`config.mk`:
```
export PLATFORM = sky130hd
export DESIGN_NAME = chm_front
export DESIGN_NICKNAME = d
export VERILOG_FILES = /design/src/hw/rtl/chm_pkg.sv /design/src/hw/rtl/chm_front.sv
export SDC_FILE = /design/constraint.sdc
export NUM_CORES = 1
export LEC_CHECK = 0
export BUFFER_PORTS_ARGS = -buffer_cell sky130_fd_sc_hd__buf_2
export CAP_MARGIN = 20
export CORE_MARGIN = 2
export CORE_UTILIZATION = 53
export CTS_BUF_LIST = sky130_fd_sc_hd__clkbuf_8
export DETAILED_ROUTE_END_ITERATION = 8
export PLACE_DENSITY = 0.75
export SLEW_MARGIN = 5
export SYNTH_ARGS = -nofsm -noshare
export SYNTH_HDL_FRONTEND = slang
export SYNTH_SLANG_ARGS = --single-unit
```
`constraint.sdc`:
```
create_clock -name i_clk -period 2.3 [get_ports i_clk]
set_clock_uncertainty 0.1 [all_clocks]
set_input_delay 0.115 -clock i_clk [delete_from_list [all_inputs] [get_ports i_clk]]
set_output_delay 0.115 -clock i_clk [all_outputs]
set_load 0.01 [all_outputs]
```
`src/hw/rtl/chm_pkg.sv`:
```
// Shared types and constants for the monotone chain convex hull block.
package chm_pkg;

    localparam int QDEPTH = 4;

    typedef struct packed {
        logic valid;
        logic last;
    } t_q_head;

endpackage

```
`src/hw/rtl/chm_front.sv`:
```
// Front end: input handshake and request queue feeding the hull engine.
module chm_front #(
    parameter int COORD_BITS = 16
) (
    input  logic                    i_clk,
    input  logic                    i_rst_n,
    input  logic                    i_valid,
    output logic                    o_stall,
    input  logic [COORD_BITS-1:0]   i_point_x,
    input  logic [COORD_BITS-1:0]   i_point_y,
    input  logic                    i_set_end,
    output chm_pkg::t_q_head        o_head,
    output logic [2*COORD_BITS-1:0] o_head_pt,
    input  logic                    i_pop
);
    import chm_pkg::*;

    localparam int QW = $clog2(QDEPTH);
    localparam int EW = 2 * COORD_BITS + 1;

    logic [EW-1:0] r_q [QDEPTH];
    logic [QW-1:0] r_wp, r_rp;
    logic [QW:0]   r_cnt;
    logic          push, pop;

    assign o_stall = (r_cnt == (QW+1)'(QDEPTH));
    assign push    = i_valid && !o_stall;
    assign pop     = i_pop && (r_cnt != '0);

    assign o_head.valid = (r_cnt != '0);
    assign o_head.last  = r_q[r_rp][0];
    assign o_head_pt    = r_q[r_rp][EW-1:1];

    always_ff @(posedge i_clk) begin
        if (push) begin
            r_q[r_wp] <= {i_point_x, i_point_y, i_set_end};
        end
    end

    always_ff @(posedge i_clk) begin
        if (!i_rst_n) begin
            r_wp  <= '0;
            r_rp  <= '0;
            r_cnt <= '0;
        end else begin
            if (push) r_wp <= r_wp + 1'b1;
            if (pop)  r_rp <= r_rp + 1'b1;
            if (push && !pop)      r_cnt <= r_cnt + 1'b1;
            else if (pop && !push) r_cnt <= r_cnt - 1'b1;
        end
    end

endmodule

```
; ---- Yosys cells after proc, flatten, opt, wreduce, memory -nomap -nowiden
; Memories as Yosys holds them, arrays and structs flattened. A register that Yosys moved wholly into a read port is not among the register bits.
; Cells that the tools add are included.
[word_totals]
register_bits = 7
in_bits = 37
out_inout_bits = 35
memories = 1
elab_cells = 24
mem_bits_ro = 0
mem_bits_rw = 132
latch_bits = 0
[classes]
n_eq_ne = 1
shift = 0
mul = 0
mux = 6
bitwise_logic = 0
reduce_logical = 9
order_cmp = 0
n_div = 0
addsub = 4
[memory_table]
columns = memory, depth, width, rd, rd_clocked_by_memory_dff, write_ports, line_no
row1 = r_q, 4, 33, 1, 1, 1, chm_front.sv:21  ; logic [EW-1:0] r_q [QDEPTH];
[ops]
columns = op, n
row1 = $mux 3, 2
row2 = $add 2x1->2 const B, 2
row3 = $logic_and 1x1->1, 4
row4 = $mux 2, 2
row5 = $add 3x1->3 const B, 1
row6 = $eq 3x3->1 const B, 1
row7 = $logic_not 1->1, 3
row8 = $reduce_bool 3->1, 1
row9 = $sub 3x1->3 const B, 1
row10 = $mux 1, 2
row11 = $reduce_bool 2->1, 1

; ---- Longest topological paths before layout
; Gate-level depths: netlist (run 1).
[logic_depth]
word_depth = 7
mapped_depth = 9
ltp_nobuf = 8

; ---- Worst setup path before layout (run 1)
; OpenSTA, ideal clock, no wires.
[synth_timing]
kind = reg2reg
start = register r_cnt[0]
end = register r_cnt[2]
required_ps = 2124
synth_period_minus_slack_ps = 2145
path_buffers = 1
stages_incl_launch_ff = 10
arrival_time_ps = 1970
setup_slack_ps = 155
setup_time_ps = 76
cell_sequence = dfxtp_1 > nor3b_2 > nor2b_1 > buf_6 > ha_1 > inv_1 > fa_1 > xor2_1 > or3_1 > a21boi_0
[synth_via]
elab_chain_len = 6
elab_cells_between_ends = 14
classes_between = 2 x add/sub / 1 x eq/ne / 2 x mux / 9 x reduce/logical
[synth_lines]
columns = item, line_no
row1 = "start, declared", chm_front.sv:23  ; logic [QW:0] r_cnt;
row2 = "start signal, assigned", chm_front.sv:48  ; if (push && !pop) r_cnt <= r_cnt + 1'b1;
row3 = "start signal, assigned", chm_front.sv:49  ; else if (pop && !push) r_cnt <= r_cnt - 1'b1;
row4 = $eq 3x3->1 *, chm_front.sv:26  ; assign o_stall = (r_cnt == (QW+1)'(QDEPTH));
row5 = via o_stall, chm_front.sv:8  ; output logic o_stall,
row6 = $logic_not 1->1 *, chm_front.sv:27  ; assign push = i_valid && !o_stall;
row7 = $logic_and 1x1->1 *, chm_front.sv:27
row8 = via push, chm_front.sv:24  ; logic push, pop;
row9 = $logic_not 1->1, chm_front.sv:49
row10 = $logic_and 1x1->1, chm_front.sv:49
row11 = $reduce_bool 2->1 (no source line), --
; The timed path passes the listed nets; every way through them passes the cells marked *. The select of a mux whose other input is x is not followed.
; A chain may end at the register's enable or synchronous reset.

; ---- Worst setup path in the final report (run 1)
[layout_timing]
start = register r_cnt[2]
end = register r_cnt[2]
[layout_via]
elab_chain_len = 6
elab_cells_between_ends = 14
classes_between = 2 x add/sub / 1 x eq/ne / 2 x mux / 9 x reduce/logical
[layout_lines]
columns = item
row1 = branches (longest 6 deep; another with $sub 3x1->3)
; Parallel ways; which one is timed is not known. The select of a mux whose other input is x is not followed.

==> run metrics, run 1 <==
CTS Sinks 141; status finished clean; post-DP HPWL 5.12 mm; Sw Share 27.5%; Root Driver clkbuf_8; Post-synth ARST share 0%; Avg Inst Size Synth 24.0 um^2; vias in the first global route 2683; clk_lat worst skew 410 ps; final WL 8.40 mm; vias after detailed routing 2566; total gr overflow 0; Hold Fails Final Rpt 0; area of the multi-input gates 1050 um^2; max cap viols 0; total die area 10800 um^2; DRC 0; Peak VDD IR 0.640 mV; WP data arrival 2430 ps; final count of negative-setup-slack endpoints 0; Inserted Clock Buffers 17; number of enable flip-flop cells after synthesis 132; combinational share of power 24.6%; CTS tree built; power share of the sequential group 48.7%; CP required 2540 ps; min-delay worst type input port to flop; first-pass GRT wire length 13.5 mm; RSZ-0062 raised after global routing false; Initial Util 54.5%; peak per-stage delay on the critical path 370 ps; post-route ant nets 0; largest net degree at the start of global routing 29; share of cells above drive strength 1 42.3%; reg-to-reg slack, setup 110 ps; critical path cell sequence nor3b_2 > nor2b_1 > ha_2 > inv_1 > fa_1 > xor2_1 > or3_1 > a21boi_1; post-layout min period 2190 ps; Ports 72; synthesized area 5300 um^2; crit end category flop; iteration count of the initial detailed-routing pass 4; synthesized instance count 221; Port Buffer Count 71; Core ar. 9730 um^2; final setup TNS 0 ps; YS warnings 0; Pint 4870 uW; Yosys reg bits 141; # rows 36; sequential fraction of the synthesis area 78.2%; Die Span Y 104 um; Least-Margin Pin Slew 401 ps; Pleak 0.00227 uW; Max Slew Vio Count 0; slowest CP cell dfxtp_1; Post-Syn Nets 264; crit path max fanout 6; synth-to-layout area growth 24.2%; Slew headroom 73.3%; antenna diode count 0; FF-to-FF path depth 8; post-CTS setup buffers 0; Max Freq 0.458 GHz; Worst R2R End r_cnt[2]; clk buf depth 2; Final Net Count 387; Reg area 4150 um^2; Total GRT Usage 16.7%; period utilization 95.0%; DR WL/cell 17.1 um; 1st-iter DRT viols 103; R2R Path Start r_cnt[2]; Pwr Density 1020 nW/um^2; Main synth FF type edfxtp_1; Clock power frac 26.7%; Startpoint Class flop; Avg Vias per Cell 5.24; synth unique cells 23; WS Path Type flop to flop; RePlAce Congestion 0.770; hold path depth 4; setup slack at placement 53.7 ps; Reg clk slew, reported paths 70 ps; hold wc startpoint i_pop; Die W 104 um; Net Switching 1850 uW; antenna violations before repair 0; filler instances 653; htree depth 4; setup ws final 115 ps
[state kept, by name, indices dropped and copies added, names as in the netlist, named ones only]
signal,flops
r_rp,2
r_cnt,3
r_wp,2
r_q,132
[synth_stat cells, drive strengths merged, types with 2 or more instances]
| cell | n | area (um^2) |
|---|---|---|
| mux2i | 3 | 30.0 |
| dfxtp | 9 | 180 |
| clkbuf | 2 | 7.51 |
| buf | 8 | 97.6 |
| nand2 | 4 | 15.0 |
| ha | 5 | 62.6 |
| xnor2 | 3 | 26.3 |
| inv | 3 | 11.3 |
| edfxtp | 132 | 3960 |
| or3 | 2 | 12.5 |
| mux4 | 33 | 754 |
| and2 | 8 | 50.1 |
| nor2b | 2 | 12.5 |
[layout by cell type (no fill, tap or decap), types with 5 or more instances in the layout]
| cell type | netlist | final |
|---|---|---|
| dlygate4sd3_1 | 0 | 34 |
| clkbuf_8 | 0 | 17 |
| dfxtp_1 | 9 | 5 |
| buf_2 | 3 | 71 |
| edfxtp_1 | 132 | 132 |
| buf_12 | 3 | 5 |
| mux4_2 | 30 | 30 |
| inv_6 | 0 | 6 |
[power by group through the flow]
stage | Sequential, uW | Combinational (uW) | Clock [uW]
4_1_cts | 3270 | 1680 | 1840
6_report | 3280 | 1650 | 1800
2_1_floorplan | 3250 | 1190 | 0
5_1_grt | 3310 | 1780 | 1960
3_5_place_dp | 3330 | 1630 | 0
3_3_place_gp | 3320 | 1610 | 0
[routing by layer]
layer	wire length, um	global-route usage [%]	share of wire [%]	vias to the layer above
met2	4520	28.1	54	65
li1	-	-	-	1176
met4	76	7.14	0.91	0
met5	0	0	0	-
met3	353	4.82	4.2	6
met1	3450	20.3	41	1319
[stage by stage]
stage	hold slack, ps	utilization [%]	power, uW	area [um^2]	instances
floorplan	114	-	4440	5300	221
global placement	226	60.2	4930	5850	424
detailed placement	230	60.2	4960	5850	424
CTS	11.7	67.5	6790	6570	490
global route	30.6	67.6	7050	6580	490
finish	31.5	67.6	6720	6580	490
[layout make-up]
class | instances | area share (%)
multi-input combinational | 67 | 16.0
inverter | 3 | 0.171
tap | 133 | 2.53
sequential | 141 | 63.1
clock inverter | 15 | 2.09
timing repair buffer | 114 | 12.6
clock buffer | 17 | 3.56
[how the worst max path moves through the flow]
stage	startpoint	to	slack (ps)	depth (start not counted)
finish	r_cnt[2]	r_cnt[2]	110	8
global route	r_cnt[2]	r_cnt[2]	20	8
CTS	r_cnt[1]	r_cnt[2]	50	7
detailed placement	r_cnt[1]	r_cnt[2]	50	7
global placement	r_cnt[1]	r_cnt[2]	220	7
floorplan	r_cnt[0]	r_cnt[2]	150	9
[kinds of logic (layout without fill, tap and decap cells)]
kind of cell | Yosys count | count (layout) | synth area share (%)
buffers and inverters | 13 | 149 | 2.20
adders and majority gates | 6 | 6 | 1.56
AOI/OAI and AO/OA | 4 | 4 | 0.637
muxes | 36 | 36 | 14.8
xor gates and xnor gates | 4 | 4 | 0.661
DFF | 141 | 141 | 78.2
and+or+nand+nor | 17 | 17 | 1.94
[critical path: cells and delay by family, from the launching register on]
family	cells	cell delay, ps
simple gates	3	680
buf+inv	1	50
compound gates	1	170
xor+xnor	1	160
flops	1	370
fa+ha+maj	2	590
[repair_timing]
action / 4_1_cts / 5_1_grt
endpoints found under the hold margin: 141 / 0
endpoints found under the setup margin: 0 / 1
hold buffers: 34 / 0
resized for setup: 0 / 5
Note: power is estimated with default switching activity, not from simulation.
==> run 2: changes to the inputs <==
==> constraint.sdc (replaced) <==
create_clock -name i_clk -period 2.3 [get_ports i_clk]
set_clock_uncertainty 0.1 [all_clocks]
set_input_delay 0.69 -clock i_clk [delete_from_list [all_inputs] [get_ports i_clk]]
set_output_delay 0.69 -clock i_clk [all_outputs]
set_load 0.01 [all_outputs]
==> run metrics, run 2 (synthesis gave the netlist of run 1 again) <==
CTS Sinks 141; first-pass GRT wire length 14.2 mm; Core ar. 9730 um^2; Pleak 0.00228 uW; final std cells w/o fill 466; period utilization 110%; most flop-heavy register r_q; DRC 0; total gr overflow 0; Final Net Count 363; htree depth 4; Port Buffer Count 71; Total GRT Usage 17.9%; vias in the first global route 2716; Largest regs r_q x132, r_cnt x3; most common library cell in the layout ignoring fill and taps edfxtp_1; final WL 8.79 mm; RSZ-0062 raised after global routing true; hold wc startpoint i_point_y[15]; share of cells above drive strength 1 49.4%; Ports 72; DR WL/cell 18.9 um; max reg flops 132; Least-Margin Pin Slew 280 ps; synth-to-layout area growth 24.9%; Initial Util 54.5%; Die W 104 um; Startpoint Class flop; Inserted Clock Buffers 17; most frequent cells in the layout edfxtp_1 (132), buf_2 (44), mux4_2 (33); failing checks setup timing; Avg Vias per Cell 5.27; post-DP HPWL 5.34 mm; Hold Fails Final Rpt 0; largest net degree at the start of global routing 34; antenna violations before repair 1; setup slack at placement -94.9 ps; Final Core Density 68.0%; post-route ant nets 0; CTS tree built; setup ws final -219 ps; iteration count of the initial detailed-routing pass 4; status finished with violations; Peak VDD IR 0.711 mV; Max Freq 0.397 GHz; R2R Path Start r_cnt[2]; # rows 36; hold_ws 378 ps; RePlAce Congestion 0.711; clk buf depth 2; WS Path Type flop to output port; CP required 1510 ps; post-layout min period 2520 ps; vias after detailed routing 2458; WP data arrival 1730 ps; min-delay worst type input port to flop; total die area 10800 um^2; Reg clk slew, reported paths 80 ps; Power Total 7540 uW; max cap viols 0; Root Driver clkbuf_8; Pwr Density 1140 nW/um^2; placed insts 428; Slew headroom 81.0%; final count of negative-setup-slack endpoints 33; crit end category output port; 1st-iter DRT viols 145; Max Slew Vio Count 0; Die Span Y 104 um; crit path max fanout 9; clk_lat worst skew 420 ps
==> run 2: cell types whose count changed in the layout (fill, tap and decap cells not counted), moves of 3 or more <==
cell / delta
bufinv_16: +3
mux4_1: -3
buf_4: +3
buf_2: -27
dlygate4sd3_1: -34
mux4_2: +3
buf_6: +28
buf_12: +5
inv_6: -3
==> run 2: path summary, 6_finish.rpt <==
check | to | slack, ps | cells past startpoint
setup reg to reg | r_cnt[2] | 150 | 8
setup / recovery | o_head_pt[16] | -220 | 4
hold / removal | r_q[1][16] | 380 | 1
hold reg to reg | r_wp[1] | 400 | 2
==> run 2: timing repair <==
item,4_1_cts,5_1_grt
pin swaps,0,0
hold buffers,0,0
endpoints found under the setup margin,33,34
setup buffers,4,1
cloned,2,0
resized for setup,23,21
==> run 2: stage by stage <==
| stage | setup TNS (ps) | area, um^2 |
|---|---|---|
| finish | -6310 | 6620 |
| global route | -8870 | 6610 |
| CTS | -7350 | 6530 |
| detailed placement | -94.9 | 5910 |
| global placement | 0 | 5910 |
| floorplan | 0 | 5300 |
==> run 2: metal layers <==
layer	up-vias	GRT usage, %	routed length, um
met5	-	0	0
met3	8	6.70	448
met4	0	6.08	72
met2	64	30.1	4720
li1	1119	-	-
met1	1267	21.5	3550
==> run 2: final cells by class <==
class / count / area [um^2]
inverters: 3 / 11.3
fillers: 635 / 3110
well taps: 133 / 166
clock inverters: 14 / 193
repair buffers: 90 / 816
multi-input cells: 67 / 1040
flip-flops and latches: 141 / 4150
clock buffers: 17 / 234
diodes: 1 / 2.50
==> run 2: power by group <==
part / total [uW] / switching, uW / internal, uW
clock: 2070 / 894 / 1180
sequential: 3240 / 114 / 3130
combinational: 2220 / 922 / 1300
total: 7540 / 1930 / 5610
==> run 2: critical path, stage by stage, from the launching register on <==
cell     delay (ps)
dfxtp_4         380
buf_12          110
buf_12          140
mux4_2          530
buf_6           140
==> run 3: changes to the inputs <==
CORE_UTILIZATION = 45   (was 53)
PLACE_DENSITY = 0.65   (was 0.75)
==> run metrics, run 3 (synthesis gave the netlist of run 1 again) <==
setup slack at placement -77.9 ps; post-CTS setup buffers 0; antenna diode count 0; Core ar. 11500 um^2; total gr overflow 0; reg-to-reg slack, setup 190 ps; # rows 39; Startpoint Class flop; Pleak 0.00219 uW; vias in the first global route 2552; min-delay worst type input port to flop; antenna violations before repair 1; clk_lat worst skew 440 ps; DR WL/cell 18.8 um; failing checks setup timing; post-route ant nets 0; Inserted Clock Buffers 17; WP data arrival 1690 ps; Ports 72; post-layout min period 2480 ps; share of cells above drive strength 1 47.1%; Final Net Count 360; 1st-iter DRT viols 119; vias after detailed routing 2440; slowest CP cell mux4_2; most frequent cells in the layout edfxtp_1 (132), buf_2 (54), mux4_2 (33); Pwr Density 1050 nW/um^2; DRC 0; final WL 8.89 mm; crit path max fanout 15; critical path cell sequence buf_12 > mux4_2 > buf_6; period utilization 108%; Port Buffer Count 71; Slew headroom 77.2%; status finished with violations; total die area 12700 um^2; Max Freq 0.404 GHz; CTS Sinks 141; synth-to-layout area growth 20.7%; Root Driver clkbuf_8; Final Core Density 55.8%; R2R Path Start r_cnt[2]; clk buf depth 2; most common library cell in the layout ignoring fill and taps edfxtp_1; Hold Buf Count CTS 0; Power Total 6710 uW; Reg clk slew, reported paths 70 ps; max reg flops 132; WS Path Type flop to output port; Die Span Y 113 um; Avg Vias per Cell 5.17; crit end category output port; first-pass GRT wire length 14.0 mm; RSZ-0062 raised after global routing true; largest net degree at the start of global routing 18; Least-Margin Pin Slew 336 ps; Die W 113 um; most flop-heavy register r_q; CP required 1510 ps; CTS tree built; Max Slew Vio Count 0; filler instances 883; htree depth 4; peak per-stage delay on the critical path 540 ps; Peak VDD IR 0.570 mV; iteration count of the initial detailed-routing pass 4; Total GRT Usage 15.4%; Initial Util 46.2%; Post-CTS Resized 16; final count of negative-setup-slack endpoints 33; RePlAce Congestion 0.729; Largest regs r_q x132, r_cnt x3; setup ws final -176 ps; hold wc startpoint i_point_x[11]; Hold Fails Final Rpt 0; post-DP HPWL 5.75 mm; max cap viols 0
-- run 3: changes by cell type in the layout (fill, tap and decap cells not counted), moves of 2 or more --
cell | before | now
buf_2 | 44 | 54
buf_6 | 28 | 18
bufinv_16 | 4 | 0
clkinv_1 | 1 | 5
clkinv_2 | 2 | 6
inv_6 | 3 | 0
buf_4 | 7 | 5
clkinv_4 | 2 | 0
inv_1 | 3 | 5
-- run 3: stage by stage --
step | hold slack (ps) | TNS, ps | instances | area (um^2)
finish | 362 | -4650 | 472 | 6390
global route | 342 | -7550 | 472 | 6390
CTS | 323 | -6420 | 472 | 6340
detailed placement | 412 | -77.9 | 441 | 5980
global placement | 383 | 0 | 441 | 5980
floorplan | 368 | 0 | 221 | 5300
-- run 3: area by class of cell --
cell class              count  area [um^2]  area share, %
flip-flops and latches    141         4150           64.9
multi-input cells          67         1040           16.3
repair buffers             87          711           11.1
clock buffers              17          234           3.66
well taps                 143          179           2.80
clock inverters            14         63.8          0.998
inverters                   3         11.3          0.176
-- run 3: worst max-delay path, delay by kind of cell, from the launching register on --
kind / cells / cell delay, ps
buffers and inverters: 2 / 330
DFF: 1 / 380
muxes: 1 / 540
-- run 3: path summary, 6_finish.rpt --
check / to / cells past startpoint
max: o_head_pt[11] / 3
min: r_q[2][28] / 1
max reg2reg: r_cnt[2] / 8
min reg2reg: r_wp[0] / 2
-- run 3: power breakdown --
part	total, uW	switching, uW	internal [uW]
combinational	1920	843	1080
clock	1530	833	695
sequential	3260	129	3130
-- run 3: layer usage --
metal,up-vias,part of all wire [%],global-route usage [%]
met4,0,2.2,6.99
met5,-,0,0
met2,68,50,24.7
met3,18,5.7,6.53
li1,1106,-,-
met1,1248,42,18.3
